**config.mk**
```make
export PLATFORM = sky130hd
export DESIGN_NAME = distance_vector_route_update_unit
export DESIGN_NICKNAME = d
export VERILOG_FILES = /design/src/dvru_pkg.sv /design/src/distance_vector_route_update_unit.sv /design/src/dvru_front.sv /design/src/dvru_queue.sv /design/src/dvru_back.sv
export SDC_FILE = /design/constraint.sdc
export NUM_CORES = 1
export LEC_CHECK = 0
export ABC_AREA = 1
export BUFFER_PORTS_ARGS = -buffer_cell sky130_fd_sc_hd__buf_2
export CAP_MARGIN = 0
export CORE_MARGIN = 2
export CORE_UTILIZATION = 59
export DETAILED_ROUTE_END_ITERATION = 10
export GPL_TIMING_DRIVEN = 0
export PLACE_DENSITY = 0.77
export SYNTH_ARGS = -nofsm -noshare
export SYNTH_HDL_FRONTEND = slang
export SYNTH_SLANG_ARGS = --single-unit
```
**constraint.sdc**
```tcl
create_clock -name clk -period 4.55 [get_ports clk]
set_clock_uncertainty 0.1 [all_clocks]
set_input_delay 0.2275 -clock clk [delete_from_list [all_inputs] [get_ports clk]]
set_output_delay 0.2275 -clock clk [all_outputs]
set_load 0.02 [all_outputs]
```
**src/dvru_pkg.sv**
```systemverilog
// ============================================================================
// dvru_pkg
// Shared types and constants for the distance-vector route update unit.
// ============================================================================
package dvru_pkg;

  // Defaults for the top-level parameters.
  localparam int DVRU_MAX_NODES = 16;
  localparam int DVRU_COST_BITS = 16;

  // Fixed field widths of the transaction payloads.
  localparam int NODE_W     = 4;
  localparam int COST_IN_W  = 16;
  localparam int COST_OUT_W = 17;
  localparam int COUNT_W    = 5;
  localparam int CFG_IDX_W  = 4;
  localparam int CFG_DATA_W = 5;

  // Configuration register indexes.
  typedef enum logic [CFG_IDX_W-1:0] {
    CFG_SELF_INDEX = 4'd0,
    CFG_NODE_COUNT = 4'd1
  } cfg_reg_t;

  typedef struct packed {
    logic [NODE_W-1:0]    neighbor_id;
    logic [COST_IN_W-1:0] link_delay;
    logic [NODE_W-1:0]    dest_index;
    logic [COST_IN_W-1:0] advertised_cost;
    logic                 last_entry;
  } in_item_t;

  typedef struct packed {
    logic [NODE_W-1:0]     route_dest;
    logic [COST_OUT_W-1:0] path_cost;
    logic [NODE_W-1:0]     next_hop;
    logic                  is_self;
    logic                  unreachable;
    logic                  last_row;
  } out_item_t;

  // Classified entry handed from the front end to the update engine.
  typedef struct packed {
    logic [NODE_W-1:0]     hop;
    logic [NODE_W-1:0]     dest;
    logic [COST_OUT_W-1:0] cand;
    logic                  in_range;
    logic                  last_entry;
  } q_item_t;

  // Live configuration seen by the update engine.
  typedef struct packed {
    logic [NODE_W-1:0]  self_index;
    logic [COUNT_W-1:0] node_count;
  } cfg_t;

endpackage

```
**src/distance_vector_route_update_unit.sv**
```systemverilog
// ============================================================================
// distance_vector_route_update_unit
// Distance-vector (Bellman-Ford) route update with table emission.
// ============================================================================
// Neighbor entries arrive one per input transaction. Each entry's candidate
// cost (link delay plus advertised cost) is relaxed against the stored best
// for its destination; ties keep the earlier neighbor. An input stage forms
// the candidate and feeds a two-entry queue, so the input side keeps taking
// transactions while the update engine works. The engine takes one entry at
// a time: it reads the route memory, compares and writes back, and only then
// takes the next entry. An entry flagged last is applied first; then the
// engine walks destinations 0 .. node_count-1, a count of zero taken as one
// and a count above the table size capped to it, and emits one row per
// destination through an output register (memory read, then output load).
// The self row reports cost 0 and no next hop; destinations with no report
// come out as unreachable. After the final row all seen marks are cleared
// and a new table starts. No clearing pass is needed after reset.
// Configuration writes are accepted every cycle.
// ============================================================================
module distance_vector_route_update_unit
  import dvru_pkg::*;
#(
  parameter int MAX_NODES = DVRU_MAX_NODES,
  parameter int COST_BITS = DVRU_COST_BITS
) (
  input  logic                  clk,
  input  logic                  rst_n,
  input  logic                  in_valid,
  output logic                  in_ready,
  input  in_item_t              in_data,
  output logic                  out_valid,
  input  logic                  out_ready,
  output out_item_t             out_data,
  input  logic                  cfg_valid,
  output logic                  cfg_ready,
  input  logic [CFG_IDX_W-1:0]  cfg_index,
  input  logic [CFG_DATA_W-1:0] cfg_data
);

  // Configuration registers are read live when a table is emitted.
  cfg_t    cfg_r;

  logic    push_valid;
  logic    push_ready;
  q_item_t push_data;
  logic    pop_valid;
  logic    pop_ready;
  q_item_t pop_data;

  // The configuration port never stalls.
  assign cfg_ready = 1'b1;

  always_ff @(posedge clk) begin
    if (!rst_n) begin
      cfg_r.self_index <= '0;
      cfg_r.node_count <= COUNT_W'(16);
    end else if (cfg_valid && cfg_ready) begin
      case (cfg_index)
        CFG_SELF_INDEX: cfg_r.self_index <= cfg_data[NODE_W-1:0];
        CFG_NODE_COUNT: cfg_r.node_count <= cfg_data[COUNT_W-1:0];
        default: begin
          // Writes to unknown indexes are dropped.
        end
      endcase
    end
  end

  dvru_front #(
    .MAX_NODES (MAX_NODES),
    .COST_BITS (COST_BITS)
  ) u_front (
    .clk        (clk),
    .rst_n      (rst_n),
    .in_valid   (in_valid),
    .in_ready   (in_ready),
    .in_data    (in_data),
    .push_valid (push_valid),
    .push_ready (push_ready),
    .push_data  (push_data)
  );

  dvru_queue u_queue (
    .clk        (clk),
    .rst_n      (rst_n),
    .push_valid (push_valid),
    .push_ready (push_ready),
    .push_data  (push_data),
    .pop_valid  (pop_valid),
    .pop_ready  (pop_ready),
    .pop_data   (pop_data)
  );

  dvru_back #(
    .MAX_NODES (MAX_NODES),
    .COST_BITS (COST_BITS)
  ) u_back (
    .clk       (clk),
    .rst_n     (rst_n),
    .cfg       (cfg_r),
    .pop_valid (pop_valid),
    .pop_ready (pop_ready),
    .pop_data  (pop_data),
    .out_valid (out_valid),
    .out_ready (out_ready),
    .out_data  (out_data)
  );

endmodule

```
**src/dvru_front.sv**
```systemverilog
// ============================================================================
// dvru_front
// Input stage: registers each entry, forms the candidate cost and flags
// destinations outside the table.
// ============================================================================
module dvru_front
  import dvru_pkg::*;
#(
  parameter int MAX_NODES = DVRU_MAX_NODES,
  parameter int COST_BITS = DVRU_COST_BITS
) (
  input  logic     clk,
  input  logic     rst_n,
  input  logic     in_valid,
  output logic     in_ready,
  input  in_item_t in_data,
  output logic     push_valid,
  input  logic     push_ready,
  output q_item_t  push_data
);

  localparam int CW = (COST_BITS < COST_IN_W) ? COST_BITS : COST_IN_W;
  localparam logic [COST_IN_W-1:0] InMask = COST_IN_W'((33'h1 << CW) - 33'h1);

  logic    fr_valid_r;
  q_item_t fr_item_r;
  q_item_t item_nxt;
  logic    accept;

  always_comb begin
    item_nxt.hop        = in_data.neighbor_id;
    item_nxt.dest       = in_data.dest_index;
    item_nxt.cand       = {1'b0, in_data.link_delay & InMask}
                        + {1'b0, in_data.advertised_cost & InMask};
    item_nxt.in_range   = (32'(in_data.dest_index) < MAX_NODES);
    item_nxt.last_entry = in_data.last_entry;
  end

  assign in_ready   = !fr_valid_r || push_ready;
  assign accept     = in_valid && in_ready;
  assign push_valid = fr_valid_r;
  assign push_data  = fr_item_r;

  always_ff @(posedge clk) begin
    if (!rst_n) begin
      fr_valid_r <= 1'b0;
    end else begin
      if (accept) begin
        fr_valid_r <= 1'b1;
        fr_item_r  <= item_nxt;
      end else if (push_ready) begin
        fr_valid_r <= 1'b0;
      end
    end
  end

endmodule

```
**src/dvru_queue.sv**
```systemverilog
// ============================================================================
// dvru_queue
// Two-entry queue between the input stage and the update engine.
// ============================================================================
module dvru_queue
  import dvru_pkg::*;
(
  input  logic    clk,
  input  logic    rst_n,
  input  logic    push_valid,
  output logic    push_ready,
  input  q_item_t push_data,
  output logic    pop_valid,
  input  logic    pop_ready,
  output q_item_t pop_data
);

  q_item_t    slot_r [2];
  logic       wr_ptr_r;
  logic       rd_ptr_r;
  logic [1:0] count_r;
  logic       push;
  logic       pop;

  assign push_ready = (count_r != 2'd2);
  assign pop_valid  = (count_r != 2'd0);
  assign pop_data   = slot_r[rd_ptr_r];
  assign push       = push_valid && push_ready;
  assign pop        = pop_valid && pop_ready;

  always_ff @(posedge clk) begin
    if (push) begin
      slot_r[wr_ptr_r] <= push_data;
    end
  end

  always_ff @(posedge clk) begin
    if (!rst_n) begin
      wr_ptr_r <= 1'b0;
      rd_ptr_r <= 1'b0;
      count_r  <= 2'd0;
    end else begin
      if (push) begin
        wr_ptr_r <= !wr_ptr_r;
      end
      if (pop) begin
        rd_ptr_r <= !rd_ptr_r;
      end
      case ({push, pop})
        2'b10:   count_r <= count_r + 2'd1;
        2'b01:   count_r <= count_r - 2'd1;
        default: count_r <= count_r;
      endcase
    end
  end

endmodule

```
**src/dvru_back.sv**
```systemverilog
// ============================================================================
// dvru_back
// Update engine: relaxes one entry against the route memory, and on the last
// entry walks the destinations to emit the routing table.
// ============================================================================
module dvru_back
  import dvru_pkg::*;
#(
  parameter int MAX_NODES = DVRU_MAX_NODES,
  parameter int COST_BITS = DVRU_COST_BITS
) (
  input  logic      clk,
  input  logic      rst_n,
  input  cfg_t      cfg,
  input  logic      pop_valid,
  output logic      pop_ready,
  input  q_item_t   pop_data,
  output logic      out_valid,
  input  logic      out_ready,
  output out_item_t out_data
);

  localparam int AW     = $clog2(MAX_NODES);
  localparam int CW     = (COST_BITS < COST_IN_W) ? COST_BITS : COST_IN_W;
  localparam int SW     = CW + 1;
  localparam int RowMax = (MAX_NODES < 31) ? MAX_NODES : 31;
  localparam int RW     = (AW < COUNT_W) ? AW : COUNT_W;

  typedef enum logic [1:0] {
    S_IDLE,
    S_UPD,
    S_ERD,
    S_EOUT
  } state_t;

  state_t                 state_r;
  q_item_t                cur_r;
  logic [RW-1:0]          row_r;
  logic [MAX_NODES-1:0]   seen_r;
  logic                   out_valid_r;
  out_item_t              out_data_r;

  logic [SW+NODE_W-1:0]   route_mem_r [MAX_NODES];
  logic [SW+NODE_W-1:0]   rd_data_r;
  logic [AW-1:0]          rd_addr;
  logic [AW-1:0]          cur_addr;
  logic [SW-1:0]          rd_cost;
  logic [NODE_W-1:0]      rd_hop;
  logic                   mem_we;
  logic                   upd_take;
  logic                   out_load;
  logic [COUNT_W-1:0]     n_eff;
  logic [RW-1:0]          last_idx;
  logic                   row_last;
  logic                   row_self;
  logic                   row_seen;
  out_item_t              row_item;

  assign cur_addr = AW'(cur_r.dest);
  assign rd_addr  = (state_r == S_IDLE) ? AW'(pop_data.dest) : AW'(row_r);
  assign rd_cost  = rd_data_r[SW+NODE_W-1:NODE_W];
  assign rd_hop   = rd_data_r[NODE_W-1:0];

  // For an in-range destination, a new best is taken on the first report or a strictly smaller cost.
  assign upd_take = cur_r.in_range
                  && (!seen_r[cur_addr] || (cur_r.cand[SW-1:0] < rd_cost));
  assign mem_we   = (state_r == S_UPD) && upd_take;

  always_ff @(posedge clk) begin
    if (mem_we) begin
      route_mem_r[cur_addr] <= {cur_r.cand[SW-1:0], cur_r.hop};
    end
    rd_data_r <= route_mem_r[rd_addr];
  end

  always_comb begin
    if (cfg.node_count == '0) begin
      n_eff = COUNT_W'(1);
    end else if (32'(cfg.node_count) > RowMax) begin
      n_eff = COUNT_W'(RowMax);
    end else begin
      n_eff = cfg.node_count;
    end
  end

  assign last_idx = RW'(n_eff - COUNT_W'(1));
  assign row_last = (row_r == last_idx);
  assign row_self = ({1'b0, cfg.self_index} == COUNT_W'(row_r));
  assign row_seen = seen_r[AW'(row_r)];

  always_comb begin
    row_item.route_dest  = NODE_W'(row_r);
    row_item.path_cost   = (!row_self && row_seen) ? COST_OUT_W'(rd_cost) : '0;
    row_item.next_hop    = (!row_self && row_seen) ? rd_hop : '0;
    row_item.is_self     = row_self;
    row_item.unreachable = !row_self && !row_seen;
    row_item.last_row    = row_last;
  end

  assign out_load  = (state_r == S_EOUT) && (!out_valid_r || out_ready);
  assign pop_ready = (state_r == S_IDLE);
  assign out_valid = out_valid_r;
  assign out_data  = out_data_r;

  always_ff @(posedge clk) begin
    if (!rst_n) begin
      state_r     <= S_IDLE;
      row_r       <= '0;
      seen_r      <= '0;
      out_valid_r <= 1'b0;
    end else begin
      case (state_r)
        S_IDLE: begin
          if (pop_valid) begin
            cur_r   <= pop_data;
            state_r <= S_UPD;
          end
        end
        S_UPD: begin
          if (upd_take) begin
            seen_r[cur_addr] <= 1'b1;
          end
          if (cur_r.last_entry) begin
            row_r   <= '0;
            state_r <= S_ERD;
          end else begin
            state_r <= S_IDLE;
          end
        end
        S_ERD: begin
          state_r <= S_EOUT;
        end
        S_EOUT: begin
          if (out_load) begin
            if (row_last) begin
              seen_r  <= '0;
              state_r <= S_IDLE;
            end else begin
              row_r   <= RW'(row_r + RW'(1));
              state_r <= S_ERD;
            end
          end
        end
        default: begin
          state_r <= S_IDLE;
        end
      endcase

      if (out_load) begin
        out_valid_r <= 1'b1;
        out_data_r  <= row_item;
      end else if (out_ready) begin
        out_valid_r <= 1'b0;
      end
    end
  end

`ifndef SYNTHESIS
  a_pop_only_idle: assert property (@(posedge clk) disable iff (!rst_n)
    (pop_valid && pop_ready) |-> (state_r == S_IDLE))
    else $error("entry popped while engine busy");

  a_write_only_upd: assert property (@(posedge clk) disable iff (!rst_n)
    mem_we |-> (state_r == S_UPD))
    else $error("route memory written outside update");

  a_row_in_table: assert property (@(posedge clk) disable iff (!rst_n)
    (state_r == S_EOUT) |-> (row_r <= last_idx))
    else $error("emission row beyond table size");

  a_seen_cleared: assert property (@(posedge clk) disable iff (!rst_n)
    (out_load && row_last) |=> (seen_r == '0))
    else $error("seen marks not cleared after table");

  a_last_row_flag: assert property (@(posedge clk) disable iff (!rst_n)
    out_load |=> (out_data_r.last_row == $past(row_last)))
    else $error("last row flag mismatch");
`endif

endmodule

```
==> impl_metrics.env, run 1 <==
export IMPL_fillers=2449
export IMPL_max_freq_mhz=256
export IMPL_place_worst_setup_slack_ps=713
export IMPL_hp_start="cfg_index[0]"
export IMPL_antenna_found_initial=0
export IMPL_clk_pin_slew_worst_paths_ps=60
export IMPL_coreArea_mm2=0.0367
export IMPL_routabilityCongestion=0.913
export IMPL_layout_common_cells="468 x edfxtp_1, 247 x nand2_1, 183 x inv_1"
export IMPL_syn_num_nets=1867
export IMPL_hold_path_class="in -> reg"
export IMPL_worst_setup_path_start_kind="flop"
export IMPL_tritoncts_num_buffers=51
export IMPL_wire_per_inst_um=22.4
export IMPL_max_slew_margin_rel_pct=33.4
export IMPL_drv_cap=0
export IMPL_grt_setup_unrepaired="no"
export IMPL_die_y_um=197
export IMPL_period_share_pct=85.8
export IMPL_layout_commonest_cell="edfxtp_1"
export IMPL_overflow=0
export IMPL_slew_viol_final=0
export IMPL_clkSinkCount=527
export IMPL_insertion_delay_ps=580
export IMPL_clk_path_buf_depth=3
export IMPL_critPathRequiredTime_ps=4720
export IMPL_first_iter_violations=1776
export IMPL_yosysWarnings=0
export IMPL_irDropWorstVdd_uv=387
export IMPL_nets=2065
export IMPL_synth_async_reset_ratio_pct=0
export IMPL_cts_tree="yes"
export IMPL_io_pins=86
export IMPL_vias=15043
export IMPL_cts_max_level=2
export IMPL_syn_inst=1776
export IMPL_arrival_ps=4070
export IMPL_dp_hpwl_mm=38.2
export IMPL_dieArea_mm2=0.0389
export IMPL_status="finished, final reports clean"
export IMPL_layout_min_cycle_time_ps=3900
export IMPL_synth_distinct_cells=42
export IMPL_total_power_mw=14.8
export IMPL_setup_violations=0
export IMPL_drc_errors=0
export IMPL_cp_startpoint="u_back.cur_r[6]"
export IMPL_netlist_area_leader_share_pct=63.7
export IMPL_synthTopCellsByArea="edfxtp_1 64%, dfxtp_1 5.4%, o211ai_1 5.1%"
export IMPL_die_w_um=197
export IMPL_num_antenna_cells=0
export IMPL_path_max_fanout=17
export IMPL_r2r_start="u_back.cur_r[6]"
export IMPL_crit_path_end_kind="flop"
export IMPL_portBuffers=83
export IMPL_netlist_area_mm2=0.0221
export IMPL_routed_via_density=6.06
export IMPL_areaGrowthSynthToFinish_pct=15.5
export IMPL_start_util_pct=60.1
export IMPL_yosys_area_top_type="edfxtp_1"
export IMPL_multi_input_area_mm2=0.00568
export IMPL_setup_ws_ps=647
export IMPL_grt_pass1_wl_mm=84.4
export IMPL_ant_nets=0
export IMPL_grt_pass1_vias=14688
export IMPL_synth_seq_cells=527
export IMPL_regToRegSetupSlack_ps=650
export IMPL_placementRows=70
export IMPL_grt_max_degree=29
export IMPL_clockRootBuffer="clkbuf_16"
export IMPL_synth_edff_count=468
export IMPL_synthFlopType="edfxtp_1"
export IMPL_cts_resized=0
export IMPL_grt_usage_pct=29.0
export IMPL_worst_pin_slew_ps=999
export IMPL_dr_pass1_iters=6
export IMPL_crit_type="reg -> reg"
export IMPL_wl_mm=55.6
export IMPL_drive_above_1_share_pct=17.8
export IMPL_syn_area_per_cell_um2=12.4
export IMPL_seq_area_mm2=0.0152
export IMPL_yosysSeqAreaShare_pct=69.1
export IMPL_finalHoldViolCount=0
export IMPL_power_density_mw_per_mm2=580
export IMPL_power_leakage_nw=9.31
[final timing paths]
path / end / cells past startpoint
worst min register to register: u_queue.slot_r[1][8] / 0
worst min-delay path: cfg_r[6] / 3
worst max register to register: u_back.route_mem_r[11][6] / 15
worst max-delay path: u_back.route_mem_r[11][6] / 15
[power breakdown]
group | leakage (nW) | internal [mW] | switching [mW]
combinational | 3.77 | 1.35 | 3.06
clock | 0.813 | 2.43 | 1.77
sequential | 4.73 | 5.82 | 0.350
[layout make-up]
class                           count  share of cell area [%]
Sequential cell                   527                    59.8
Multi-Input combinational cell    967                    22.3
Clock buffer                       66                    5.43
Timing Repair Buffer              145                    4.22
Inverter                          188                    2.77
Tap cell                          468                    2.30
Buffer                             94                    2.10
Clock inverter                     28                    1.13
[cell families (layout without fill, tap and decap cells)]
logic type	after synthesis	in the layout	share of synthesized area [%]
and+or+nand+nor	426	426	8.15
DFF	527	527	69.1
xor gates and xnor gates	17	17	0.675
other	1	1	0.0170
adders and majority gates	36	36	2.08
muxes	24	24	1.23
buffers and inverters	282	521	5.63
AOI/OAI and AO/OA	463	463	13.2
[cells in the mapped netlist, drive strengths merged, types with 21 or more instances]
cell type / n
edfxtp: 468
nand2: 257
inv: 188
o211ai: 168
o21ai: 145
a21oi: 141
nor2: 82
buf: 68
dfxtp: 59
nand3: 42
ha: 35
clkbuf: 26
mux2: 24
nand4: 21
nor3: 21
[layer usage]
| metal | track usage (%) | share of wire, % |
|---|---|---|
| met5 | 0 | 0 |
| met2 | 48.3 | 48 |
| met4 | 12.3 | 4.7 |
| met3 | 4.93 | 10 |
| met1 | 38.1 | 37 |
[stage by stage]
stage / setup TNS [ps] / utilization [%] / cells / instance area, um^2 / hold WS [ps]
after floorplan: 0 / - / 1776 / 22100 / 226
after global placement: -403800 / 62.8 / 2327 / 23100 / 304
after detailed placement: 0 / 64.2 / 2364 / 23600 / 306
after CTS: 0 / 69.5 / 2483 / 25500 / 2.19
after global routing: 0 / 69.5 / 2483 / 25500 / 55.8
final: 0 / 69.5 / 2483 / 25500 / 17.6
[worst max-delay path, cell delays in order, from the launching register on]
cell	delay, ps
edfxtp_1	930
ha_1	390
nand2_1	90
inv_1	50
nand2_1	50
nand2_1	50
nand2_1	70
nand2_1	90
nand2_1	80
nand3_1	200
nand2_2	150
nand2_4	110
buf_2	250
nor3_2	460
buf_6	270
buf_4	240
[state kept, by name, summed over array words and instances, names as in the netlist, 4 cells and up, named ones only]
name                flops
u_back.route_mem_r    336
cfg_r                   9
u_back.cur_addr         4
u_back.cur_r           22
u_back.row_r            4
u_back.out_data        28
u_queue.slot_r         52
u_front.push_data      26
u_back.seen_r          16
u_back.rd_data_r       21
[what timing repair did]
item	CTS	global route
setup buffers	0	0
endpoints found under the hold margin	33	0
hold buffers	25	0
(Power assumes the default switching activity.)
==> run 2: changes to the inputs <==
--- a/config.mk
+++ b/config.mk
@@ -6,8 +6,8 @@
 export NUM_CORES = 1
 export LEC_CHECK = 0
 export ABC_AREA = 1
-export BUFFER_PORTS_ARGS = -buffer_cell sky130_fd_sc_hd__buf_2
-export CAP_MARGIN = 0
+export BUFFER_PORTS_ARGS = -buffer_cell sky130_fd_sc_hd__clkbuf_2
+export CAP_MARGIN = 20
 export CORE_MARGIN = 2
 export CORE_UTILIZATION = 59
 export DETAILED_ROUTE_END_ITERATION = 10
==> run 2 against run 1 <==
Maximum frequency fell by 5.9%. Die area is the same. Clock power down 3%.
==> impl_metrics.env, run 2 (synthesized netlist as in run 1, its figures left out) <==
export IMPL_cts_max_level=2
export IMPL_largest_register="u_back.route_mem_r"
export IMPL_crit_path_frequent_cell="nand2_1"
export IMPL_place_area_mm2=0.0236
export IMPL_power_density_mw_per_mm2=575
export IMPL_vias=15066
export IMPL_max_freq_mhz=241
export IMPL_cts_resized=0
export IMPL_wl_mm=55.3
export IMPL_p_int_mw=9.48
export IMPL_nets=2068
export IMPL_portBuffers=83
export IMPL_grt_setup_unrepaired="no"
export IMPL_insertion_delay_ps=600
export IMPL_antenna_found_initial=1
export IMPL_worstPathCellList="ha_1 > nand2_1 > inv_1 > nand2_1 > nand2_1 > nand2_1 > nand2_1 > nand2_1 > nand3_1 > nand2_2 > nand2_4 > buf_2 > nor3_2 > buf_6 > buf_6"
export IMPL_die_y_um=197
export IMPL_drv_cap=0
export IMPL_placementRows=70
export IMPL_crit_path_end_kind="flop"
export IMPL_coreArea_mm2=0.0367
export IMPL_dp_hpwl_mm=37.6
export IMPL_die_w_um=197
export IMPL_grt_pass1_vias=14651
export IMPL_cp_slowest_cell="edfxtp_1"
export IMPL_path_max_fanout=17
export IMPL_grt_usage_pct=28.9
export IMPL_period_share_pct=91.2
export IMPL_seqPwrFrac_pct=42.1
export IMPL_setup_violations=0
export IMPL_stdcell_count=2485
export IMPL_critPathMaxStageDelay_ps=920
export IMPL_ant_nets=0
export IMPL_hold_worst_slack_ps=37.5
export IMPL_layout_commonest_cell="edfxtp_1"
export IMPL_finalHoldViolCount=0
export IMPL_clockRootBuffer="clkbuf_16"
export IMPL_max_slew_margin_rel_pct=32.5
export IMPL_cts_setup_buffers=0
export IMPL_critPathTopFamily="simple AND/OR/NAND/NOR gates"
export IMPL_p_switching_mw=5.16
export IMPL_p_comb_share_pct=30.0
export IMPL_wire_per_inst_um=22.3
export IMPL_cts_hold_buf=29
export IMPL_fin_util_pct=69.4
export IMPL_routed_via_density=6.06
export IMPL_layout_min_cycle_time_ps=4150
export IMPL_final_cell_area_mm2=0.0255
export IMPL_first_iter_violations=1538
export IMPL_worst_pin_slew_ps=1010
export IMPL_drive_above_1_share_pct=17.7
export IMPL_slew_viol_final=0
export IMPL_crit_type="reg -> reg"
export IMPL_power_leakage_nw=9.32
export IMPL_critPathRequiredTime_ps=4730
export IMPL_drc_errors=0
export IMPL_io_pins=86
export IMPL_start_util_pct=60.1
export IMPL_routabilityCongestion=0.914
export IMPL_clock_power_share_pct=27.9
export IMPL_areaGrowthSynthToFinish_pct=15.5
export IMPL_arrival_ps=4330
export IMPL_dieArea_mm2=0.0389
export IMPL_critPathBufInv=4
export IMPL_clk_path_buf_depth=3
export IMPL_worst_setup_path_start_kind="flop"
export IMPL_largest_register_ffs=336
export IMPL_status="finished, final reports clean"
export IMPL_place_worst_setup_slack_ps=522
export IMPL_dp_cells=2363
export IMPL_irDropWorstVdd_uv=461
export IMPL_dr_pass1_iters=5
export IMPL_clkSinkCount=527
export IMPL_grt_pass1_wl_mm=83.7
export IMPL_setup_ws_ps=400
export IMPL_switching_share_pct=35.3
export IMPL_cts_tree="yes"
export IMPL_hold_path_class="in -> reg"
export IMPL_tritoncts_num_buffers=51
export IMPL_overflow=0
export IMPL_clk_pin_slew_worst_paths_ps=60
export IMPL_layout_common_cells="468 x edfxtp_1, 247 x nand2_1, 183 x inv_1"
export IMPL_grt_max_degree=29
-- run 2: cell types whose count changed in the layout (fill, tap and decap cells not counted), moves of 3 or more --
cell           delta
clkbuf_2         +83
buf_4             -4
buf_2            -83
clkinvlp_4        -3
dlygate4sd3_1     +4
buf_6             +4
-- run 2: final timing paths --
| check | from | to | slack, ps | depth (start not counted) |
|---|---|---|---|---|
| worst max-delay path | u_back.cur_r[6] | u_back.route_mem_r[4][18] | 400 | 15 |
| worst min-delay path | cfg_index[2] | cfg_r[5] | 40 | 4 |
| worst max register to register | u_back.cur_r[6] | u_back.route_mem_r[4][18] | 400 | 15 |
| worst min register to register | u_front.push_data[8] | u_queue.slot_r[1][7] | 340 | 0 |
-- run 2: worst register-to-register path, delay by kind of cell, from the launching register on --
family	cells	cell delay, ps
flip-flops	1	920
adder cells (fa/ha/maj)	1	400
AND/OR/NAND/NOR	10	1690
buffers and inverters	4	720
-- run 2: per-stage QoR --
| step | total power [mW] | setup TNS, ps |
|---|---|---|
| global placement | 10.3 | -410350 |
| floorplan | 8.84 | 0 |
| CTS | 14.6 | 0 |
| detailed placement | 10.5 | 0 |
| finish | 14.6 | 0 |
| global route | 15.2 | 0 |
-- run 2: layout make-up --
class | instances | area, um^2
clock inverter | 26 | 239
buffer | 94 | 536
sequential | 527 | 15200
multi-input combinational | 967 | 5680
clock buffer | 66 | 1370
tap | 468 | 586
antenna | 1 | 2.50
timing repair buffer | 148 | 1110
fill | 2451 | 11200
inverter | 188 | 706
-- run 2: layer usage --
metal / share of wire [%] / vias up / GRT usage (%)
li1: - / 6826 / -
met1: 37 / 7146 / 37.7
met2: 48 / 919 / 47.6
met3: 9.9 / 175 / 4.97
met4: 5.0 / 0 / 13.7
met5: 0 / - / 0
-- run 2: power groups by stage --
| stage | clock [mW] | combinational (mW) | sequential, mW |
|---|---|---|---|
| 3_5_place_dp | 0 | 4.24 | 6.25 |
| 6_report | 4.08 | 4.39 | 6.17 |
| 5_1_grt | 4.30 | 4.70 | 6.20 |
| 2_1_floorplan | 0 | 2.74 | 6.09 |
| 4_1_cts | 4.10 | 4.30 | 6.15 |
| 3_3_place_gp | 0 | 4.04 | 6.24 |
==> run 3: changes to the inputs <==
--- a/config.mk
+++ b/config.mk
@@ -6,7 +6,7 @@
 export NUM_CORES = 1
 export LEC_CHECK = 0
 export ABC_AREA = 1
-export BUFFER_PORTS_ARGS = -buffer_cell sky130_fd_sc_hd__clkbuf_2
+export BUFFER_PORTS_ARGS = -buffer_cell sky130_fd_sc_hd__buf_2
 export CAP_MARGIN = 20
 export CORE_MARGIN = 2
 export CORE_UTILIZATION = 59
==> run 3 against run 2 <==
Sequential share of layout area shrank 0.24 points. Clock power up 6.6%. Largest cell class unchanged. Sequential power barely moved. Hold slack got worse by 9.8 ps. Final area increased by 0.41%.
==> impl_metrics.env, run 3 (synthesized netlist as in run 1, its figures left out) <==
export IMPL_p_comb_share_pct=29.7
export IMPL_antenna_found_initial=0
export IMPL_period_share_pct=85.5
export IMPL_layout_min_cycle_time_ps=3890
export IMPL_layout_commonest_cell="edfxtp_1"
export IMPL_num_antenna_cells=0
export IMPL_dieArea_mm2=0.0389
export IMPL_p_switching_mw=5.20
export IMPL_areaGrowthSynthToFinish_pct=15.9
export IMPL_dp_hpwl_mm=38.1
export IMPL_vias=14970
export IMPL_cts_setup_buffers=0
export IMPL_placementRows=70
export IMPL_largest_register="u_back.route_mem_r"
export IMPL_max_freq_mhz=257
export IMPL_cp_slowest_cell="edfxtp_1"
export IMPL_insertion_delay_ps=590
export IMPL_regToRegSetupSlack_ps=660
export IMPL_drv_cap=0
export IMPL_grt_usage_pct=29.5
export IMPL_critPathMaxStageDelay_ps=930
export IMPL_slew_viol_final=0
export IMPL_crit_type="reg -> reg"
export IMPL_routabilityCongestion=0.913
export IMPL_seqPwrFrac_pct=41.3
export IMPL_finalHoldViolCount=0
export IMPL_worst_setup_path_start_kind="flop"
export IMPL_critPathRequiredTime_ps=4740
export IMPL_total_power_mw=14.9
export IMPL_io_pins=86
export IMPL_largest_register_ffs=336
export IMPL_wl_met3_mm=5.67
export IMPL_cts_resized=0
export IMPL_cts_max_level=2
export IMPL_grt_pass1_vias=14898
export IMPL_crit_path_end_kind="flop"
export IMPL_hold_worst_slack_ps=27.6
export IMPL_path_max_fanout=17
export IMPL_routed_via_density=6.02
export IMPL_overflow=0
export IMPL_max_slew_margin_rel_pct=34.3
export IMPL_fillers=2446
export IMPL_drc_errors=0
export IMPL_tritoncts_num_buffers=51
export IMPL_clock_power_share_pct=29.1
export IMPL_grt_pass1_wl_mm=85.3
export IMPL_clkSinkCount=527
export IMPL_setup_violations=0
export IMPL_routed_top_layer="met4"
export IMPL_die_w_um=197
export IMPL_status="finished, final reports clean"
export IMPL_power_leakage_nw=9.36
export IMPL_grt_max_degree=29
export IMPL_drive_above_1_share_pct=17.5
export IMPL_cts_tree="yes"
export IMPL_seq_area_mm2=0.0152
export IMPL_start_util_pct=60.1
export IMPL_clockRootBuffer="clkbuf_16"
export IMPL_worstPathCellList="ha_1 > nand2_1 > inv_1 > nand2_1 > nand2_1 > nand2_1 > nand2_1 > nand2_1 > nand3_1 > nand2_2 > nand2_4 > buf_2 > nor3_2 > buf_6 > buf_4"
export IMPL_die_y_um=197
export IMPL_switching_share_pct=34.8
export IMPL_irDropWorstVdd_uv=399
export IMPL_portBuffers=83
export IMPL_multi_input_area_mm2=0.00568
export IMPL_coreArea_mm2=0.0367
export IMPL_ant_nets=0
export IMPL_first_iter_violations=1850
export IMPL_wire_per_inst_um=22.5
export IMPL_clk_path_buf_depth=3
export IMPL_wl_mm=55.9
export IMPL_layout_common_cells="468 x edfxtp_1, 247 x nand2_1, 183 x inv_1"
export IMPL_worst_pin_slew_ps=985
export IMPL_power_density_mw_per_mm2=585
export IMPL_p_int_mw=9.75
export IMPL_hold_path_class="in -> reg"
export IMPL_fin_tns_setup_ps=0
export IMPL_clk_pin_slew_worst_paths_ps=60
export IMPL_met1_length_mm=20.8
export IMPL_dr_pass1_iters=6
export IMPL_arrival_ps=4080
export IMPL_grt_setup_unrepaired="no"
export IMPL_crit_path_frequent_cell="nand2_1"
export IMPL_nets=2069
export IMPL_wl_met2_mm=26.8
run 3: what timing repair did:
action | 4_1_cts | 5_1_grt
hold buffers | 29 | 0
endpoints found under the setup margin | 0 | 0
endpoints found under the hold margin | 35 | 0
run 3: critical path: cells and delay by family, from the launching register on:
family | cells | cell delay (ps)
adder cells (fa/ha/maj) | 1 | 390
buffers and inverters | 4 | 790
AND/OR/NAND/NOR | 10 | 1350
flip-flops | 1 | 930
run 3: final timing paths:
check	startpoint	to	depth (start not counted)
worst max register to register	u_back.cur_r[6]	u_back.route_mem_r[11][8]	15
worst min register to register	u_front.push_data[2]	u_queue.slot_r[1][1]	0
worst min-delay path	cfg_index[2]	cfg_r[5]	4
worst max-delay path	u_back.cur_r[6]	u_back.route_mem_r[11][8]	15
run 3: layout make-up:
type,count,share of cell area [%]
flip-flops and latches,527,59.6
multi-input cells,967,22.2
clock buffers,67,5.51
repair buffers,149,4.36
inverters,188,2.76
well taps,468,2.29
plain buffers,94,2.09
clock inverters,27,1.21
run 3: stage by stage:
stage / instance area, um^2 / std cells / worst slack [ps] / util (%)
after floorplan: 22100 / 1776 / 933 / -
after global placement: 23100 / 2327 / -1750 / 62.8
after detailed placement: 23600 / 2364 / 714 / 64.2
after CTS: 25600 / 2487 / 709 / 69.7
after global routing: 25600 / 2487 / 476 / 69.7
final: 25600 / 2487 / 661 / 69.7
run 3: per-layer routing:
| metal | track usage [%] | vias up |
|---|---|---|
| li1 | - | 6820 |
| met1 | 38.2 | 7113 |
| met2 | 48.7 | 869 |
| met3 | 5.63 | 168 |
| met4 | 13.2 | 0 |
| met5 | 0 | - |
run 3: power by group through the flow:
stage | logic, mW | clock network [mW] | registers, mW
after global routing | 4.74 | 4.55 | 6.19
after CTS | 4.32 | 4.36 | 6.16
final | 4.43 | 4.35 | 6.17
after global placement | 4.04 | 0 | 6.24
after detailed placement | 4.26 | 0 | 6.25
after floorplan | 2.74 | 0 | 6.09
